### src/rtl/tlik_pkg.sv
// Shared widths, constants, types and the arctangent table of the
// two-link inverse kinematics pipeline. No dependencies.
`default_nettype none

package tlik_pkg;

   // Field widths
   localparam int XW   = 16;   // target coordinate
   localparam int LW   = 14;   // link length
   localparam int LIMW = 15;   // joint limit
   localparam int OW   = 16;   // output angle
   localparam int IW   = 2;    // csr index
   localparam int DW   = 15;   // csr data

   // Register indexes
   localparam logic [IW-1:0] REG_INNER    = 2'd0;
   localparam logic [IW-1:0] REG_OUTER    = 2'd1;
   localparam logic [IW-1:0] REG_SHOULDER = 2'd2;
   localparam logic [IW-1:0] REG_ELBOW    = 2'd3;

   // Register reset values
   localparam logic [LW-1:0]   INNER_RESET    = 14'd5600;
   localparam logic [LW-1:0]   OUTER_RESET    = 14'd4000;
   localparam logic [LIMW-1:0] SHOULDER_RESET = 15'd19200;
   localparam logic [LIMW-1:0] ELBOW_RESET    = 15'd21760;

   // Parameter defaults
   localparam int CORDIC_STEPS_DEF = 16;
   localparam int ANGLE_FRAC_DEF   = 7;
   localparam int ATAN_LEN         = 24;

   // Datapath widths
   localparam int SQW      = 60;        // radicand (hi^2 - r2) * (r2 - lo^2)
   localparam int SRW      = 30;        // square root
   localparam int SQ_STEPS = SQW / 2;   // one root bit per stage
   localparam int CIW      = 33;        // CORDIC operand
   localparam int PRE_SH   = 24;        // operand prescale
   localparam int CW       = CIW + PRE_SH + 2;
   localparam int ZW       = 34;        // CORDIC binary angle
   localparam int ATW      = 30;        // table entry
   localparam int AW       = 35;        // combined angle
   localparam int KW       = 20;        // degree scale factor
   localparam int PW       = AW + KW;   // scaled angle
   localparam int UW       = PW - 31;   // rounded angle magnitude

   localparam logic signed [ZW-1:0] Z_HALF = 34'sh0_8000_0000;
   localparam logic signed [AW-1:0] A_HALF = 35'sh0_8000_0000;
   localparam logic signed [AW-1:0] A_FULL = 35'sh1_0000_0000;
   localparam logic [PW:0]          ROUND_HALF = (PW+1)'(33'h0_8000_0000);

   typedef struct packed {
      logic                  valid;
      logic                  sel;
      logic                  oor;
      logic signed [CIW-1:0] n;
      logic signed [CIW-1:0] m;
      logic signed [XW-1:0]  x;
      logic signed [XW-1:0]  y;
   } side_type;

   typedef struct packed {
      logic valid;
      logic sel;
      logic oor;
   } ctl_type;

   // atan(2^-i) in binary angle units, full turn = 2^32
   function automatic logic [ATW-1:0] atan_turn(input int unsigned i);
      logic [ATW-1:0] v;
      case (i)
         0:  v = 30'd536870912;
         1:  v = 30'd316933406;
         2:  v = 30'd167458907;
         3:  v = 30'd85004756;
         4:  v = 30'd42667331;
         5:  v = 30'd21354465;
         6:  v = 30'd10679838;
         7:  v = 30'd5340245;
         8:  v = 30'd2670163;
         9:  v = 30'd1335087;
         10: v = 30'd667544;
         11: v = 30'd333772;
         12: v = 30'd166886;
         13: v = 30'd83443;
         14: v = 30'd41722;
         15: v = 30'd20861;
         16: v = 30'd10430;
         17: v = 30'd5215;
         18: v = 30'd2608;
         19: v = 30'd1304;
         20: v = 30'd652;
         21: v = 30'd326;
         22: v = 30'd163;
         23: v = 30'd81;
         default: v = '0;
      endcase
      return v;
   endfunction

endpackage

`default_nettype wire

### src/rtl/tlik_sqrt_pipe.sv
// Pipelined floor integer square root, one root bit per stage.
// Depends on tlik_pkg.
`default_nettype none

module tlik_sqrt_pipe (
   input  wire logic                         clock,
   input  wire logic                         en,
   input  wire logic [tlik_pkg::SQW-1:0]     radicand,
   output logic      [tlik_pkg::SRW-1:0]     root
);

   localparam int W = tlik_pkg::SQW;
   localparam int N = tlik_pkg::SQ_STEPS;

   logic [W-1:0] rem_ff [1:N-1];
   logic [W-1:0] res_ff [1:N];

   for (genvar j = 0; j < N; j++) begin : g_stage
      localparam logic [W-1:0] BIT = {{(W-1){1'b0}}, 1'b1} << (W - 2 - 2*j);
      logic [W-1:0] rem_cur, res_cur, rem_in, res_in;
      logic [W:0]   trial;

      if (j == 0) begin : g_first
         assign rem_cur = radicand;
         assign res_cur = '0;
      end else begin : g_next
         assign rem_cur = rem_ff[j];
         assign res_cur = res_ff[j];
      end

      always_comb begin
         trial = {1'b0, res_cur} + {1'b0, BIT};
         if ({1'b0, rem_cur} >= trial) begin
            rem_in = rem_cur - W'(trial);
            res_in = (res_cur >> 1) + BIT;
         end else begin
            rem_in = rem_cur;
            res_in = res_cur >> 1;
         end
      end

      always_ff @(posedge clock) begin
         if (en) begin
            res_ff[j+1] <= res_in;
         end
      end

      if (j < N - 1) begin : g_rem
         always_ff @(posedge clock) begin
            if (en) begin
               rem_ff[j+1] <= rem_in;
            end
         end
      end
   end

   assign root = res_ff[N][tlik_pkg::SRW-1:0];

endmodule

`default_nettype wire

### config.mk
export PLATFORM = sky130hd
export DESIGN_NAME = tlik_sqrt_pipe
export DESIGN_NICKNAME = d
export VERILOG_FILES = /design/src/rtl/tlik_pkg.sv /design/src/rtl/tlik_sqrt_pipe.sv
export SDC_FILE = /design/constraint.sdc
export NUM_CORES = 2
export LEC_CHECK = 0
export ABC_CLOCK_PERIOD_IN_PS = 4700
export BUFFER_PORTS_ARGS = -buffer_cell sky130_fd_sc_hd__buf_2
export CAP_MARGIN = 0
export CORE_MARGIN = 1
export CORE_UTILIZATION = 42
export CTS_BUF_LIST = sky130_fd_sc_hd__clkbuf_2
export DETAILED_ROUTE_END_ITERATION = 8
export GPL_ROUTABILITY_DRIVEN = 0
export GPL_TIMING_DRIVEN = 0
export SYNTH_ARGS = -nofsm -noshare
export SYNTH_HDL_FRONTEND = slang
export SYNTH_SLANG_ARGS = --single-unit
### constraint.sdc
create_clock -name clock -period 4.7 [get_ports clock]
set_input_delay 0.235 -clock clock [delete_from_list [all_inputs] [get_ports clock]]
set_output_delay 0.235 -clock clock [all_outputs]
set_load 0.05 [all_outputs]
==> impl_results.md <==
- # DRC: 10
- Vias: 72.7k
- CTS tree: done
- Net Switching: 17.2 mW
- # fillers: 22.7k
- Critical Path Start Type: flip-flop
- Status: finished, violations left
- Fin. Hold Viols: 0
- Setup TNS: 0 ns
- Hold Crit Class: in2reg
- Cell taking the most area after synthesis: edfxtp_1
- Clk pin slew, worst setup/hold paths: 0.10 ns
- First-pass GRT wire length: 412,000 um
- Proportion of synthesized chip area in sequential cells: 62.2%
- WL/cell: 20.8 um
- Setup Skew: 0.233 ns
- Yosys reg bits: 2,205
- Routed WL: 275,000 um
- Synth Flop Type: edfxtp_1
- Setup violators final: 0
- Fmax: 220 MHz
- Comb power frac: 23.3%
- CTS Buffer Depth: 4
- Post-Syn Area: 0.106 mm2
- Final Critical Period: 4.54 ns
- Routed vias/inst: 5.51
- Core area: 0.252 mm2
- H-tree depth: 6
- Post-synth ARST share: 0%
- Num ports: 92
- WP data required: 6.25 ns
- Final antenna-violating net count: 0
- Hold Crit Start: radicand[13]
- Die W: 505 um
- Origin of the critical flop-to-flop path: rem_ff[6][140]
- Sink Count: 2,205
- Hold path depth: 4
- Slew @ Worst Pin: 1.28 ns
- WS Path Type: reg2reg
- Nets: 9,983
- Share of layout cells above drive strength 1: 12.1%
- Vias in the first global route: 70.9k
- CTS Root Cell: clkbuf_2
- Post-synth cell types: 107
- CTS Buf Count: 587
- RSZ-0062 raised after global routing: false
- R2R Path End: rem_ff[6][216]
- Port bufs: 91
- EDFF count, synth: 2,205
- Row count: 184
- Post-Syn Instances: 8,488
- Worst EP arrival: 6.09 ns
- Die area: 0.255 mm2
- Slew margin rel.: 14.0%
- Failing checks: design-rule violations
- Max cap viols: 0
- Mux contribution to synthesized area: 0.840%
- Initial Utilization: 42.3%
- Most frequent cell after synthesis: edfxtp_1
- Die H: 505 um
- Worst Hold End: rem_ff[0][73]
- DR pass1 iterations: 9
- Post-synthesis compound-gate area fraction: 9.58%
- Synth Area in XOR/XNOR: 6.22%
- Sequential share of power: 51.6%
- Pwr dens: 439 mW/mm2
- Fraction of the mapped netlist area in adder cells: 5.80%
- Largest family of logic cells by synthesized area: simple AND/OR/NAND/NOR gates
- Synth top area share: 62.2%
- Initial DRC Count: 6,828
- Clock Power Share: 25.2%
- Antenna violations before repair: 16
- Slew Limit Fails: 0
- P&R area growth vs syn: 11.9%
- Detailed placer's ending HPWL: 200,000 um
- Final period utilization: 96.6%
- Most frequent cells after synthesis: edfxtp_1 (2,205), inv_1 (623), nand2_1 (583)
- Crit path max fanout: 10
- FF-to-FF path depth: 11
- Simple-Gate Fraction of Synth Area: 12.4%
- Lkg Pwr: 45.4 nW
- Yosys Warn Count: 0
- Grt ovf: 0
- Area contributors post-synth: edfxtp_1 (62%), ha_1 (5.8%), xnor2_1 (3.3%)
- Syn Nets: 9,043
- Sw Share: 33.0%
- Maximum number of pins on one net before global-route repair: 186
- GRT Overall Usage: 21.0%
- Maximum VDD drop: 0.187 mV
- Fin util: 47.3%
- Register-to-register setup slack: 0.16 ns
- Critical path endpoint category: flip-flop
- Mean post-synth cell area: 12.5 um2
- Internal power: 35.0 mW
- Worst-Skew Late Latency: 1.95 ns
## kinds of logic (layout without fill, tap and decap cells)
kind of cell / after synthesis / after routing
xor gates and xnor gates: 755 / 755
other: 0 / 13
adders and majority gates: 493 / 493
DFF: 2205 / 2205
muxes: 81 / 81
buffers and inverters: 806 / 2142
AOI/OAI and AO/OA: 1618 / 1618
and+or+nand+nor: 2530 / 2530
## final cells by class
| cell class | instances | area (um2) | area share (%) |
|---|---|---|---|
| plain buffers | 178 | 736 | 0.618 |
| well taps | 3348 | 4190 | 3.52 |
| multi-input cells | 5477 | 37100 | 31.2 |
| inverters | 628 | 2360 | 1.98 |
| clock buffers | 818 | 4090 | 3.44 |
| repair buffers | 351 | 3330 | 2.80 |
| flip-flops and latches | 2205 | 66200 | 55.6 |
| clock inverters | 167 | 952 | 0.800 |
| diodes | 13 | 32.5 | 0.0273 |
## flip-flops by register name (all words and copies together) (netlist names)
signal  flops
rem_ff   1740
res_ff    465
## layer usage
layer / track usage, % / part of all wire [%] / vias up / wire length (um)
met1: 27.4 / 42 / 35192 / 116000
met2: 34.0 / 47 / 2807 / 129000
li1: - / - / 34097 / -
met5: 0 / 0.020 / - / 56
met3: 4.62 / 7.4 / 559 / 20400
met4: 8.03 / 3.3 / 8 / 9120
## through the flow
stage               instances  hold WS [ns]  setup slack, ns  instance area [um2]  power (mW)
finish                  13185         0.353            0.162               119000        52.2
global route            13181         0.146            0.117               119000        55.2
CTS                     13171        0.0773           0.0419               119000        52.5
detailed placement      11940         0.427           -0.350               111000        39.0
global placement        11927         0.425           -31.11               111000        40.1
floorplan                8488         0.334             1.48               106000        35.1
## how the worst max path moves through the flow
| stage | start | endpoint | slack, ns | cells after the start |
|---|---|---|---|---|
| 6_report | rem_ff[6][140] | rem_ff[6][216] | 0.16 | 11 |
| 5_1_grt | res_ff[2][337] | rem_ff[5][140] | 0.12 | 14 |
| 4_1_cts | res_ff[2][337] | rem_ff[5][141] | 0.04 | 14 |
| 3_5_place_dp | res_ff[2][337] | rem_ff[5][141] | -0.35 | 14 |
| 3_3_place_gp | en | rem_ff[7][40] | -31.11 | 1 |
| 2_1_floorplan | rem_ff[5][97] | rem_ff[5][178] | 1.48 | 13 |
## power by group through the flow
| stage | combinational [mW] | sequential (mW) | clock, mW |
|---|---|---|---|
| after floorplan | 8.66 | 26.4 | 0 |
| after global placement | 11.4 | 28.7 | 0 |
| after detailed placement | 11.7 | 27.4 | 0 |
| after CTS | 11.9 | 26.9 | 13.6 |
| after global routing | 13.4 | 27.2 | 14.6 |
| final | 12.1 | 26.9 | 13.1 |
## layout by cell type (no fill, tap or decap), drive strengths merged, types with 66 or more instances in the layout
master	instances
edfxtp	2205
clkbuf	950
inv	644
nand2	584
nor2	520
ha	493
a21oi	479
o21ai	428
xnor2	404
xor2	351
nor4	315
dlygate4sd3	245
nor3	238
a21o	219
buf	152
nand3	143
nand4	137
clkinv	136
o21a	94
or3	84
nand2b	84
or4	81
nor2b	72
mux2	66
## worst max-delay path, stage by stage (launching register included)
cell and delay, ns:
edfxtp_1 0.43, ha_1 0.30, clkbuf_1 0.32, nand4_1 0.38, nor4_1 0.94, a31oi_1 0.33
nand4_1 0.20, a21oi_1 0.14, clkbuf_1 0.38, inv_1 0.45, o2111ai_1 0.25, xnor2_1 0.20
## timing repair
item / 4_1_cts / 5_1_grt
hold buffers: 246 / 0
setup endpoints to repair: 10 / 115
cloned: 0 / 1
buffers inserted: 0 / 0
hold endpoints to repair: 975 / 0
resized for setup: 2 / 3
Power figures use the tool's default switching activity.
